File: src/sv/dcc_pkg.sv
`timescale 1ns / 1ps

package dcc_pkg;

    // field widths
    localparam int unsigned BYTE_W    = 8;
    localparam int unsigned IDX_FLD_W = 3;
    localparam int unsigned LEN_FLD_W = 4;
    localparam int unsigned PERIOD_W  = 8;
    localparam int unsigned CFG_IDX_W = 2;

    // sizing
    localparam int unsigned DEFAULT_MAX_BYTES = 8;

    // reset values
    localparam logic [PERIOD_W-1:0] RST_SHORT_HALF    = 8'd116;
    localparam logic [PERIOD_W-1:0] RST_LONG_HALF     = 8'd200;
    localparam logic [BYTE_W-1:0]   RST_PREAMBLE_BITS = 8'd16;
    localparam logic [BYTE_W-1:0]   MASK_MSB          = 8'h80;

    // item command codes
    localparam logic CMD_WRITE = 1'b0;
    localparam logic CMD_TICK  = 1'b1;

    // configuration register indexes
    localparam logic [CFG_IDX_W-1:0] CFG_SHORT_HALF    = 2'd0;
    localparam logic [CFG_IDX_W-1:0] CFG_LONG_HALF     = 2'd1;
    localparam logic [CFG_IDX_W-1:0] CFG_PREAMBLE_BITS = 2'd2;

    typedef enum logic [1:0] {
        FS_PREAMBLE  = 2'd0,
        FS_SEPARATOR = 2'd1,
        FS_SENDBYTE  = 2'd2
    } t_frame;

    typedef struct packed {
        logic                 cmd;
        logic [IDX_FLD_W-1:0] byte_index;
        logic [BYTE_W-1:0]    byte_value;
        logic [LEN_FLD_W-1:0] packet_len;
    } t_item;

    typedef struct packed {
        logic                second_half;
        logic [PERIOD_W-1:0] half_period;
        logic                packet_latched;
    } t_result;

    typedef struct packed {
        logic [PERIOD_W-1:0] short_half;
        logic [PERIOD_W-1:0] long_half;
        logic [BYTE_W-1:0]   preamble_bits;
    } t_cfg;

endpackage

File: src/sv/dcc_item_if.sv
`timescale 1ns / 1ps

interface dcc_item_if;
    import dcc_pkg::*;

    logic                 valid;
    logic                 ready;
    logic                 cmd;
    logic [IDX_FLD_W-1:0] byte_index;
    logic [BYTE_W-1:0]    byte_value;
    logic [LEN_FLD_W-1:0] packet_len;

    modport source (output valid, output cmd, output byte_index, output byte_value,
                    output packet_len, input ready);
    modport sink   (input valid, input cmd, input byte_index, input byte_value,
                    input packet_len, output ready);
endinterface

File: src/sv/dcc_result_if.sv
`timescale 1ns / 1ps

interface dcc_result_if;
    import dcc_pkg::*;

    logic                valid;
    logic                ready;
    logic                second_half;
    logic [PERIOD_W-1:0] half_period;
    logic                packet_latched;

    modport source (output valid, output second_half, output half_period,
                    output packet_latched, input ready);
    modport sink   (input valid, input second_half, input half_period,
                    input packet_latched, output ready);
endinterface

File: src/sv/dcc_framer.sv
`timescale 1ns / 1ps

module dcc_framer #(
    parameter int unsigned MAX_BYTES = dcc_pkg::DEFAULT_MAX_BYTES
) (
    input  logic              i_clk,
    input  logic              i_rst_n,
    input  logic              i_step,
    input  dcc_pkg::t_item    i_item,
    input  dcc_pkg::t_cfg     i_cfg,
    output dcc_pkg::t_result  o_result
);
    import dcc_pkg::*;

    localparam int unsigned LEN_W = $clog2(MAX_BYTES + 1);
    localparam int unsigned IDX_W = $clog2(MAX_BYTES);

    logic                r_phase;
    logic [PERIOD_W-1:0] r_period;
    t_frame              r_frame;
    logic [BYTE_W-1:0]   r_pre_left;
    logic [BYTE_W-1:0]   r_mask;
    logic [BYTE_W-1:0]   r_shift;
    logic [LEN_W-1:0]    r_send_idx;
    logic [BYTE_W-1:0]   r_active [MAX_BYTES];
    logic [LEN_W-1:0]    r_active_len;
    logic [BYTE_W-1:0]   r_pending [MAX_BYTES];
    logic [LEN_W-1:0]    r_pending_len;

    logic                n_phase;
    logic [PERIOD_W-1:0] n_period;
    t_frame              n_frame;
    logic [BYTE_W-1:0]   n_pre_left;
    logic [BYTE_W-1:0]   n_mask;
    logic [BYTE_W-1:0]   n_shift;
    logic [LEN_W-1:0]    n_send_idx;
    logic                n_latch;
    logic [LEN_W-1:0]    n_pending_len;

    logic                tick;
    logic                wr;
    logic                first_half;
    logic [BYTE_W-1:0]   mask_shr;
    logic [LEN_W-1:0]    send_inc;
    logic [BYTE_W-1:0]   pre_dec;
    logic [MAX_BYTES-1:0] wr_sel;

    assign tick       = i_step && (i_item.cmd == CMD_TICK);
    assign wr         = i_step && (i_item.cmd == CMD_WRITE);
    assign first_half = tick && !r_phase;
    assign mask_shr   = r_mask >> 1;
    assign send_inc   = r_send_idx + LEN_W'(1);
    assign pre_dec    = r_pre_left - BYTE_W'(1);

    // entry select for pending writes, indexes past the buffer hit nothing
    always_comb begin
        for (int e = 0; e < MAX_BYTES; e++) begin
            wr_sel[e] = (32'(i_item.byte_index) == 32'(e));
        end
    end

    // saturate the pending length to the buffer size
    always_comb begin
        if ({1'b0, i_item.packet_len} > (LEN_FLD_W + 1)'(MAX_BYTES)) begin
            n_pending_len = LEN_W'(MAX_BYTES);
        end else begin
            n_pending_len = LEN_W'(i_item.packet_len);
        end
    end

    // framing state, advanced only on first-half ticks
    always_comb begin
        n_frame = r_frame;
        if (first_half) begin
            unique case (r_frame)
                FS_SEPARATOR: n_frame = FS_SENDBYTE;
                FS_SENDBYTE: begin
                    if (mask_shr == '0) begin
                        n_frame = (send_inc >= r_active_len) ? FS_PREAMBLE : FS_SEPARATOR;
                    end
                end
                default: n_frame = (pre_dec == '0) ? FS_SEPARATOR : FS_PREAMBLE;
            endcase
        end
    end

    // datapath and result
    always_comb begin
        n_phase    = r_phase;
        n_period   = r_period;
        n_pre_left = r_pre_left;
        n_mask     = r_mask;
        n_shift    = r_shift;
        n_send_idx = r_send_idx;
        n_latch    = 1'b0;
        if (tick) begin
            n_phase = !r_phase;
        end
        if (first_half) begin
            unique case (r_frame)
                FS_SEPARATOR: begin
                    n_period = i_cfg.long_half;
                    n_mask   = MASK_MSB;
                    n_shift  = r_active[r_send_idx[IDX_W-1:0]];
                end
                FS_SENDBYTE: begin
                    n_period = ((r_shift & r_mask) != '0) ? i_cfg.short_half
                                                          : i_cfg.long_half;
                    n_mask   = mask_shr;
                    if (mask_shr == '0) begin
                        n_send_idx = send_inc;
                        if (send_inc >= r_active_len) begin
                            n_pre_left = i_cfg.preamble_bits;
                        end
                    end
                end
                default: begin
                    n_period   = i_cfg.short_half;
                    n_pre_left = pre_dec;
                    if (pre_dec == '0) begin
                        n_send_idx = '0;
                        n_latch    = 1'b1;
                    end
                end
            endcase
        end
        o_result.second_half    = r_phase;
        o_result.half_period    = n_period;
        o_result.packet_latched = n_latch;
    end

    always_ff @(posedge i_clk) begin
        if (!i_rst_n) begin
            r_phase       <= 1'b0;
            r_period      <= RST_SHORT_HALF;
            r_frame       <= FS_PREAMBLE;
            r_pre_left    <= RST_PREAMBLE_BITS;
            r_mask        <= MASK_MSB;
            r_shift       <= '0;
            r_send_idx    <= '0;
            r_active_len  <= '0;
            r_pending_len <= '0;
            for (int e = 0; e < MAX_BYTES; e++) begin
                r_active[e]  <= '0;
                r_pending[e] <= '0;
            end
        end else begin
            r_phase    <= n_phase;
            r_period   <= n_period;
            r_frame    <= n_frame;
            r_pre_left <= n_pre_left;
            r_mask     <= n_mask;
            r_shift    <= n_shift;
            r_send_idx <= n_send_idx;
            if (n_latch) begin
                r_active_len <= r_pending_len;
                for (int e = 0; e < MAX_BYTES; e++) begin
                    r_active[e] <= r_pending[e];
                end
            end
            if (wr) begin
                r_pending_len <= n_pending_len;
                for (int e = 0; e < MAX_BYTES; e++) begin
                    if (wr_sel[e]) begin
                        r_pending[e] <= i_item.byte_value;
                    end
                end
            end
        end
    end

endmodule

File: src/sv/dcc_packet_signal_generator.sv
// timing: a tick transaction is registered in the input stage at acceptance; when
// handed off, the framing logic fills the result register, which holds it until
// drained; while the result register is full and not drained, a tick waits in the input stage
// throughput: one transaction per cycle, writes and ticks alike, while the result
// register can take a tick (else the tick stalls); writes give no result
// reset: synchronous active-low; framing restarts in preamble, buffers cleared
`timescale 1ns / 1ps

module dcc_packet_signal_generator #(
    parameter int unsigned MAX_BYTES = dcc_pkg::DEFAULT_MAX_BYTES
) (
    input  logic                             i_clk,
    input  logic                             i_rst_n,
    dcc_item_if.sink                         i_item,
    dcc_result_if.source                     o_result,
    input  logic                             i_cfg_we,
    input  logic [dcc_pkg::CFG_IDX_W-1:0]    i_cfg_idx,
    input  logic [dcc_pkg::BYTE_W-1:0]       i_cfg_data
);
    import dcc_pkg::*;

    // configuration registers
    t_cfg    r_cfg;

    // input stage: holds one accepted transaction
    logic    r_in_valid;
    t_item   r_in;

    // result stage: parts the framer from the downstream handshake
    logic    r_out_valid;
    t_result r_out;

    logic    in_accept;
    logic    out_free;
    logic    s1_go;
    logic    s1_tick;
    t_result fr_result;

    // result register can take a new value when empty or being drained
    assign out_free  = !r_out_valid || o_result.ready;
    // writes never need the result register, ticks do
    assign s1_go     = r_in_valid && ((r_in.cmd == CMD_WRITE) || out_free);
    assign s1_tick   = s1_go && (r_in.cmd == CMD_TICK);
    assign in_accept = i_item.valid && i_item.ready;

    // input stage refills in the same cycle it hands off
    assign i_item.ready = !r_in_valid || s1_go;

    // config writes land directly, unknown indexes are dropped
    always_ff @(posedge i_clk) begin
        if (!i_rst_n) begin
            r_cfg.short_half    <= RST_SHORT_HALF;
            r_cfg.long_half     <= RST_LONG_HALF;
            r_cfg.preamble_bits <= RST_PREAMBLE_BITS;
        end else if (i_cfg_we) begin
            unique case (i_cfg_idx)
                CFG_SHORT_HALF:    r_cfg.short_half    <= i_cfg_data;
                CFG_LONG_HALF:     r_cfg.long_half     <= i_cfg_data;
                CFG_PREAMBLE_BITS: r_cfg.preamble_bits <= i_cfg_data;
                default: ;
            endcase
        end
    end

    // input register
    always_ff @(posedge i_clk) begin
        if (!i_rst_n) begin
            r_in_valid <= 1'b0;
        end else if (in_accept) begin
            r_in_valid <= 1'b1;
        end else if (s1_go) begin
            r_in_valid <= 1'b0;
        end
    end

    always_ff @(posedge i_clk) begin
        if (in_accept) begin
            r_in.cmd        <= i_item.cmd;
            r_in.byte_index <= i_item.byte_index;
            r_in.byte_value <= i_item.byte_value;
            r_in.packet_len <= i_item.packet_len;
        end
    end

    // framing machine and packet buffers, stepped once per handed-off transaction
    dcc_framer #(
        .MAX_BYTES (MAX_BYTES)
    ) u_framer (
        .i_clk    (i_clk),
        .i_rst_n  (i_rst_n),
        .i_step   (s1_go),
        .i_item   (r_in),
        .i_cfg    (r_cfg),
        .o_result (fr_result)
    );

    // result register
    always_ff @(posedge i_clk) begin
        if (!i_rst_n) begin
            r_out_valid <= 1'b0;
        end else if (s1_tick) begin
            r_out_valid <= 1'b1;
        end else if (o_result.ready) begin
            r_out_valid <= 1'b0;
        end
    end

    always_ff @(posedge i_clk) begin
        if (s1_tick) begin
            r_out <= fr_result;
        end
    end

    assign o_result.valid          = r_out_valid;
    assign o_result.second_half    = r_out.second_half;
    assign o_result.half_period    = r_out.half_period;
    assign o_result.packet_latched = r_out.packet_latched;

    // a tick handed to the framer always shows up as a result next cycle
    a_tick_gives_result: assert property (@(posedge i_clk) disable iff (!i_rst_n)
        s1_tick |=> r_out_valid)
        else $error("tick transaction produced no result");

    // latching only happens on the first half of a bit
    a_latch_first_half: assert property (@(posedge i_clk) disable iff (!i_rst_n)
        r_out_valid && r_out.second_half |-> !r_out.packet_latched)
        else $error("packet latched on a second-half tick");

    // an empty input stage never stalls the source
    a_empty_ready: assert property (@(posedge i_clk) disable iff (!i_rst_n)
        !r_in_valid |-> i_item.ready)
        else $error("input stalled while empty");

    // a write leaves the result register untouched
    a_write_no_result: assert property (@(posedge i_clk) disable iff (!i_rst_n)
        s1_go && (r_in.cmd == CMD_WRITE) && !r_out_valid |=> !r_out_valid)
        else $error("write transaction produced a result");

endmodule

File: src/flat_wrapper.sv
// flat-port wrapper written by rule: the top's interface ports become plain ports
module dcc_packet_signal_generator_flat import dcc_pkg::*;
#(
    parameter int unsigned MAX_BYTES = dcc_pkg::DEFAULT_MAX_BYTES
)
  (i_clk, i_rst_n, i_cfg_we, i_cfg_idx, i_cfg_data, i_item_valid, i_item_cmd, i_item_byte_index, i_item_byte_value, i_item_packet_len, i_item_ready, o_result_valid, o_result_second_half, o_result_half_period, o_result_packet_latched, o_result_ready);
  dcc_item_if i_item_i ();
  dcc_result_if o_result_i ();
  input  logic i_clk;
  input  logic i_rst_n;
  input  logic i_cfg_we;
  input  logic [dcc_pkg::CFG_IDX_W-1:0] i_cfg_idx;
  input  logic [dcc_pkg::BYTE_W-1:0] i_cfg_data;
  input wire logic [$bits(i_item_i.valid)-1:0] i_item_valid;
  input wire logic [$bits(i_item_i.cmd)-1:0] i_item_cmd;
  input wire logic [$bits(i_item_i.byte_index)-1:0] i_item_byte_index;
  input wire logic [$bits(i_item_i.byte_value)-1:0] i_item_byte_value;
  input wire logic [$bits(i_item_i.packet_len)-1:0] i_item_packet_len;
  output wire logic [$bits(i_item_i.ready)-1:0] i_item_ready;
  output wire logic [$bits(o_result_i.valid)-1:0] o_result_valid;
  output wire logic [$bits(o_result_i.second_half)-1:0] o_result_second_half;
  output wire logic [$bits(o_result_i.half_period)-1:0] o_result_half_period;
  output wire logic [$bits(o_result_i.packet_latched)-1:0] o_result_packet_latched;
  input wire logic [$bits(o_result_i.ready)-1:0] o_result_ready;
  assign i_item_i.valid = i_item_valid;
  assign i_item_i.cmd = i_item_cmd;
  assign i_item_i.byte_index = i_item_byte_index;
  assign i_item_i.byte_value = i_item_byte_value;
  assign i_item_i.packet_len = i_item_packet_len;
  assign i_item_ready = i_item_i.ready;
  assign o_result_valid = o_result_i.valid;
  assign o_result_second_half = o_result_i.second_half;
  assign o_result_half_period = o_result_i.half_period;
  assign o_result_packet_latched = o_result_i.packet_latched;
  assign o_result_i.ready = o_result_ready;
  dcc_packet_signal_generator #(.MAX_BYTES(MAX_BYTES)) u_core (.i_clk(i_clk), .i_rst_n(i_rst_n), .i_item(i_item_i), .o_result(o_result_i), .i_cfg_we(i_cfg_we), .i_cfg_idx(i_cfg_idx), .i_cfg_data(i_cfg_data));
endmodule
File: config.mk
export PLATFORM = sky130hd
export DESIGN_NAME = dcc_packet_signal_generator_flat
export DESIGN_NICKNAME = d
export VERILOG_FILES = /design/src/sv/dcc_pkg.sv /design/src/sv/dcc_item_if.sv /design/src/sv/dcc_result_if.sv /design/src/sv/dcc_framer.sv /design/src/sv/dcc_packet_signal_generator.sv /design/src/flat_wrapper.sv
export SDC_FILE = /design/constraint.sdc
export NUM_CORES = 1
export LEC_CHECK = 0
export BUFFER_PORTS_ARGS = -buffer_cell sky130_fd_sc_hd__buf_2
export CAP_MARGIN = 15
export CORE_ASPECT_RATIO = 0.7
export CORE_MARGIN = 2
export CORE_UTILIZATION = 35
export DETAILED_ROUTE_END_ITERATION = 7
export PLACE_DENSITY = 0.52
export SLEW_MARGIN = 25
export SYNTH_ARGS = -nofsm -noshare
export SYNTH_HDL_FRONTEND = slang
export SYNTH_SLANG_ARGS = --single-unit
File: constraint.sdc
create_clock -name i_clk -period 3.6 [get_ports i_clk]
set_input_delay 0 -clock i_clk [delete_from_list [all_inputs] [get_ports i_clk]]
set_output_delay 0 -clock i_clk [all_outputs]
set_load 0.01 [all_outputs]
==> results of run 1 <==
==> critical path, delay by kind of cell, from the launching register on <==
family / cells / cell delay [ns]
simple gates: 3 / 0.65
fa+ha+maj: 1 / 0.29
compound gates: 1 / 0.36
buf+inv: 3 / 0.59
flops: 1 / 0.48
==> timing repair <==
item | CTS | global route
endpoints found under the setup margin | 0 | 0
endpoints found under the hold margin | 43 | 0
hold buffers | 29 | 0
==> cell families (layout without fill, tap and decap cells) <==
family | after synthesis | after routing | synth area share (%)
multiplexers | 57 | 57 | 8.14
AND/OR/NAND/NOR | 347 | 347 | 18.0
AO/OA/AOI/OAI | 88 | 88 | 5.86
adder cells (fa/ha/maj) | 9 | 9 | 1.18
XOR/XNOR | 2 | 2 | 0.184
flip-flops | 227 | 227 | 63.9
buffers and inverters | 63 | 145 | 2.80
==> cell type report <==
| cell class | count | area share, % |
|---|---|---|
| flip-flops and latches | 227 | 54.9 |
| multi-input cells | 503 | 28.9 |
| repair buffers | 87 | 5.71 |
| clock buffers | 33 | 5.53 |
| well taps | 364 | 4.11 |
| inverters | 18 | 0.609 |
| clock inverters | 7 | 0.327 |
==> power by group through the flow <==
stage                     Clock, mW  Sequential [mW]  Combinational, mW
after floorplan                   0             2.97              0.200
after global placement            0             2.99              0.299
after detailed placement          0             2.99              0.300
after CTS                      2.20             2.94              0.324
after global routing           2.30             2.95              0.356
final                          2.15             2.94              0.322
==> path summary, 6_finish.rpt <==
check / from / to / slack [ns] / depth (start not counted)
setup / recovery: u_core.u_framer.r_pre_left[0] / u_core.u_framer.r_active[3][0] / 0.86 / 8
setup reg to reg: u_core.u_framer.r_pre_left[0] / u_core.u_framer.r_active[3][0] / 0.86 / 8
hold reg to reg: u_core.u_framer.r_pending_len[1] / u_core.u_framer.r_pending_len[1] / 0.45 / 2
hold / removal: i_cfg_idx[1] / u_core.r_cfg[20] / 0.03 / 5
==> metrics by stage <==
step / power (mW) / utilization [%] / setup slack (ns) / cell area (sq um)
after detailed placement: 3.29 / 37.9 / 0.884 / 10200
after global placement: 3.29 / 37.9 / 0.896 / 10100
after global routing: 5.61 / 41.4 / 0.616 / 11100
after floorplan: 3.17 / - / 0.488 / 9530
after CTS: 5.46 / 41.4 / 0.868 / 11100
final: 5.41 / 41.4 / 0.857 / 11100
==> per-layer routing <==
| metal | GRT usage, % | vias to the layer above |
|---|---|---|
| met5 | 0 | - |
| met4 | 3.41 | 0 |
| met3 | 2.36 | 26 |
| met2 | 19.3 | 136 |
| met1 | 26.3 | 2825 |
| li1 | - | 2963 |
==> state kept, by name (all words and copies together) (netlist names), 4 cells and up <==
| register | flops |
|---|---|
| u_core.u_framer.r_active | 64 |
| u_core.u_framer.r_mask | 8 |
| u_core.u_framer.r_period | 8 |
| u_core.u_framer.r_shift | 8 |
| u_core.u_framer.r_send_idx | 4 |
| u_core.o_result.half_period | 8 |
| u_core.r_cfg | 24 |
| u_core.r_in | 16 |
| u_core.u_framer.r_pending | 64 |
| u_core.u_framer.r_pre_left | 8 |
| u_core.u_framer.r_active_len | 4 |
| u_core.u_framer.r_pending_len | 4 |
==> synthesized netlist by cell type (2+ instances only) <==
| cell | n |
|---|---|
| nor2b_1 | 10 |
| o31ai_1 | 4 |
| and2_1 | 64 |
| mux2_2 | 4 |
| nor3b_1 | 3 |
| buf_2 | 4 |
| o21a_1 | 3 |
| o31a_1 | 2 |
| inv_1 | 18 |
| nand3_1 | 18 |
| nor3_1 | 15 |
| buf_1 | 3 |
| a211oi_1 | 8 |
| clkbuf_2 | 2 |
| or3_1 | 2 |
| nor2_1 | 108 |
| a31oi_1 | 8 |
| nand2b_1 | 5 |
| or2_2 | 4 |
| nor4_1 | 5 |
| ha_1 | 9 |
| dfxtp_1 | 73 |
| buf_6 | 3 |
| or4_1 | 3 |
| o32ai_1 | 2 |
| nand2_1 | 84 |
| edfxtp_1 | 154 |
| mux2i_1 | 37 |
| and3_1 | 4 |
| a21oi_1 | 29 |
| a22oi_1 | 5 |
| clkbuf_1 | 33 |
| o21ai_0 | 18 |
| nand3b_1 | 14 |
| mux4_2 | 16 |
==> impl_metrics.json, run 1 <==
{
  "core_area_sq_um": 26800,
  "required_ns": 3.79,
  "p_int_mw": 4.19,
  "worstSetupPathType": "flop to flop",
  "p_leak_nw": 3.94,
  "synth_area_leaders": "edfxtp_1, dfxtp_1, nor2_1",
  "multi_input_area_sq_um": 3200,
  "grt_max_degree": 59,
  "status": "complete, no violations",
  "io_buffers": 42,
  "seq_area_sq_um": 6090,
  "die_h_um": 142,
  "vdd_drop_max_mv": 0.380,
  "syn_avg_cell_area_sq_um": 12.0,
  "yosysTopAreaCell": "edfxtp_1",
  "yosysWarnings": 0,
  "setup_tns_ns": 0,
  "layout_commonest_cell": "edfxtp_1",
  "p_per_area_nw_per_um2": 488,
  "p_seq_share_pct": 54.3,
  "slew_headroom_pct": 44.4,
  "most-common-layout-cells": "edfxtp_1, nor2_1, nand2_1, dfxtp_1, and2_1",
  "drive_above_1_share_pct": 13.9,
  "arrival_ns": 2.93,
  "fin_crit_sh_pct": 76.2,
  "die_w_um": 201,
  "worst_hold_slack_ns": 0.0315,
  "synthDominantCellAreaShare_pct": 48.5,
  "ctsResizeCount": 0,
  "p_comb_share_pct": 6.0,
  "numCtsBuffers": 23,
  "dp.cells": 1170,
  "worst_setup_path_start_kind": "flop",
  "clkPwrFrac_pct": 39.7,
  "slew_violations": 0,
  "vias": 5950,
  "critPathMaxStageDelay_ns": 0.48,
  "clk_pin_slew_ns": 0.06,
  "ys.flop_type": "edfxtp_1",
  "diodes": 0,
  "avgRoutedWirePerCell_um": 17.5,
  "drt_iter0_markers": 580,
  "setup_viol": 0,
  "clk_latency_ns": 0.52,
  "highest_layer": "met4",
  "fillers": 2593,
  "grt_setup_unrepaired": "false",
  "worst_path_max_delay_cell": "dfxtp_1",
  "tightestPinTransition_ns": 0.832,
  "initial_core_util_pct": 35.6,
  "syn_inst": 793,
  "gp_congestion": 0.771,
  "cts_tree": "built",
  "clock-skew-final_ns": 0.0195,
  "antenna_found_initial": 0,
  "layout.cells.non_filler": 1239,
  "fin_nets": 900,
  "cts_root_buf": "clkbuf_16",
  "grt_usage_pct": 15.3,
  "design.die.area_sq_um": 28600,
  "htree_num_levels": 1,
  "async_reset_ff_share_pct": 0,
  "ios": 43,
  "synth-seq-cells": 227,
  "met1_length_mm": 12.3,
  "period_needed_ns": 2.74,
  "wl_met2_mm": 8.15,
  "overflow": 0,
  "cts_sinks": 227,
  "first_pass_iters": 5,
  "viasPerCell": 4.80,
  "crit_fanout": 51,
  "ys_seq_area_share_pct": 63.9,
  "crit_chain": "inv_1, ha_1, o41ai_1, nand3_1, buf_4, nor3_2, nand2b_2, buf_12",
  "route.detailed.drc": 0,
  "switchingPower_mw": 1.22,
  "hold_viol_final": 0,
  "row_count": 50,
  "synthDistinctLibCells": 54,
  "antenna_left": 0,
  "cts_buffer_depth": 3,
  "synth_edf_count": 154,
  "drt-total-wl_mm": 21.7,
  "dp_hpwl_mm": 14.3,
  "fmax_ghz": 0.365,
  "swShare_pct": 22.5,
  "hold_path.class": "input pin to flop",
  "syn_area_sq_um": 9530,
  "grt_pass1_wl_mm": 33.7,
  "wl_met3_um": 903,
  "first_global_vias": 5562,
  "critPathCaptureType": "flop",
  "maxCapViolations": 0,
  "postCtsSetupRepairBufs": 0,
  "synth_nets": 833,
  "area_growth_pct": 16.4
}
No activity file was read; power rests on OpenSTA's default activity.
==> run 2, diff against run 1 <==
==> constraint.sdc (replaced) <==
create_clock -name i_clk -period 2.25 [get_ports i_clk]
set_input_delay 0 -clock i_clk [delete_from_list [all_inputs] [get_ports i_clk]]
set_output_delay 0 -clock i_clk [all_outputs]
set_load 0.01 [all_outputs]
==> run 2 against run 1 <==
Net effect: worst setup slack worse by 0.75 ns; critical path depth is 3 lower; design area is 4.3% higher; sequential power is 60% higher; first-iteration DRC count is 27% lower; combinational power is 78% higher; via count is 2.8% higher.
==> impl_metrics.json, run 2 (synthesis gave the netlist of run 1 again) <==
{
  "status": "complete, no violations",
  "rr_startpoint": "u_core.r_in[15]",
  "worstSetupPathType": "flop to flop",
  "ctsResizeCount": 0,
  "design.die.area_sq_um": 28600,
  "viasPerCell": 4.78,
  "seq_area_sq_um": 6090,
  "overflow": 0,
  "fin_nets": 937,
  "worst_hold_slack_ns": 0.178,
  "reg_top3": "u_core.u_framer.r_active (64), u_core.u_framer.r_pending (64), u_core.r_cfg (24)",
  "most-common-layout-cells": "edfxtp_1, nor2_1, nand2_1, dfxtp_1, and2_1",
  "first_pass_iters": 5,
  "worst_setup_path_start_kind": "flop",
  "clk_pin_slew_ns": 0.06,
  "first_global_vias": 5881,
  "grt_max_degree": 59,
  "hold_start": "i_item_byte_value[2]",
  "avgRoutedWirePerCell_um": 17.1,
  "vdd_drop_max_mv": 0.490,
  "layout_commonest_cell": "edfxtp_1",
  "diodes": 0,
  "arrival_ns": 2.42,
  "htree_num_levels": 1,
  "critPathLaunch": "u_core.r_in[15]",
  "slew_violations": 0,
  "p_leak_nw": 4.20,
  "initial_core_util_pct": 35.6,
  "regToRegEndpoint": "u_core.o_result.half_period[0]",
  "slew_headroom_pct": 54.9,
  "drive_above_1_share_pct": 18.5,
  "antenna_found_initial": 0,
  "fillers": 2578,
  "grt_usage_pct": 15.8,
  "reg2reg_depth": 5,
  "hold_viol_final": 0,
  "min_to": "u_core.r_in[6]",
  "p_per_area_nw_per_um2": 794,
  "fmax_ghz": 0.467,
  "period_needed_ns": 2.14,
  "fin_crit_sh_pct": 95.2,
  "area_growth_pct": 21.5,
  "maxCapViolations": 0,
  "ios": 43,
  "cts_buffer_depth": 3,
  "reg2reg_setup_slack_ns": 0.11,
  "numCtsBuffers": 25,
  "drt-total-wl_mm": 21.8,
  "setup_tns_ns": 0,
  "clk_latency_ns": 0.53,
  "die_h_um": 142,
  "critPathCaptureType": "flop",
  "route.detailed.drc": 0,
  "multi_input_area_sq_um": 3220,
  "gp_congestion": 0.834,
  "tightestPinTransition_ns": 0.677,
  "cts_sinks": 227,
  "grt_pass1_wl_mm": 34.8,
  "fin_util_pct": 43.2,
  "io_buffers": 42,
  "drt_iter0_markers": 423,
  "hold_path.class": "input pin to flop",
  "cts_root_buf": "clkbuf_16",
  "grt_setup_unrepaired": "false",
  "die_w_um": 201,
  "setup_slack_ns": 0.108,
  "holdPathStages": 2,
  "dp_hpwl_mm": 14.7,
  "row_count": 50,
  "vias": 6117,
  "place_ws_ns": 0.119,
  "clock-skew-final_ns": 0.00887,
  "crit_fanout": 7,
  "required_ns": 2.53,
  "core_area_sq_um": 26800,
  "cts_tree": "built",
  "setup_viol": 0,
  "antenna_left": 0
}
-- run 2: changes by cell type in the layout (fill, tap and decap cells not counted), sizes merged --
cell and delta:
clkinvlp +2, clkinv +2, bufinv +2, buf +34, clkbuf -1, dlygate4sd3 +1
-- run 2: layout make-up --
type                            instances  area share, %
Tap cell                              364           3.94
Clock buffer                           32           5.63
Clock inverter                         13           1.05
Multi-Input combinational cell        503           27.9
Timing Repair Buffer                  122           8.30
Sequential cell                       227           52.6
Inverter                               18          0.584
-- run 2: report_power, final --
part           internal (mW)  switching [mW]  leakage, nW
Sequential              4.62          0.0759         2.14
Clock                   2.28            1.64        0.368
Combinational          0.239           0.334         1.69
Total                   7.13            2.05         4.20
-- run 2: worst max-delay path, cell delays in order, from the launching register on --
cell,delay (ns)
edfxtp_1,0.41
nand2_1,0.23
or3_1,0.52
nor4_1,0.50
buf_4,0.20
nor2_1,0.04
-- run 2: repair_timing --
action                                 CTS  global route
endpoints found under the hold margin   43             0
hold buffers                            30             0
setup buffers                            0             3
setup endpoints to repair                0            61
-- run 2: per-layer routing --
layer / track usage, % / wire length (um) / vias to the layer above
met4: 3.99 / 385 / 0
met5: 0 / 0 / -
met3: 2.56 / 921 / 27
met1: 26.7 / 12500 / 2932
met2: 20.3 / 8060 / 123
li1: - / - / 3035
-- run 2: worst max-delay path by stage --
stage / end / depth (start not counted)
3_3_place_gp: u_core.u_framer.r_active[1][1] / 6
6_report: u_core.o_result.half_period[0] / 5
2_1_floorplan: u_core.u_framer.r_active[0][0] / 5
4_1_cts: u_core.u_framer.r_active[2][2] / 7
5_1_grt: u_core.u_framer.r_active[2][2] / 6
3_5_place_dp: u_core.u_framer.r_active[0][4] / 7
-- run 2: through the flow --
stage	total power [mW]	std cells	cell area, sq um
2_1_floorplan	5.07	793	9570
3_3_place_gp	5.31	1201	10500
3_5_place_dp	5.32	1201	10500
4_1_cts	9.30	1276	11500
5_1_grt	9.54	1279	11600
6_report	9.18	1279	11600
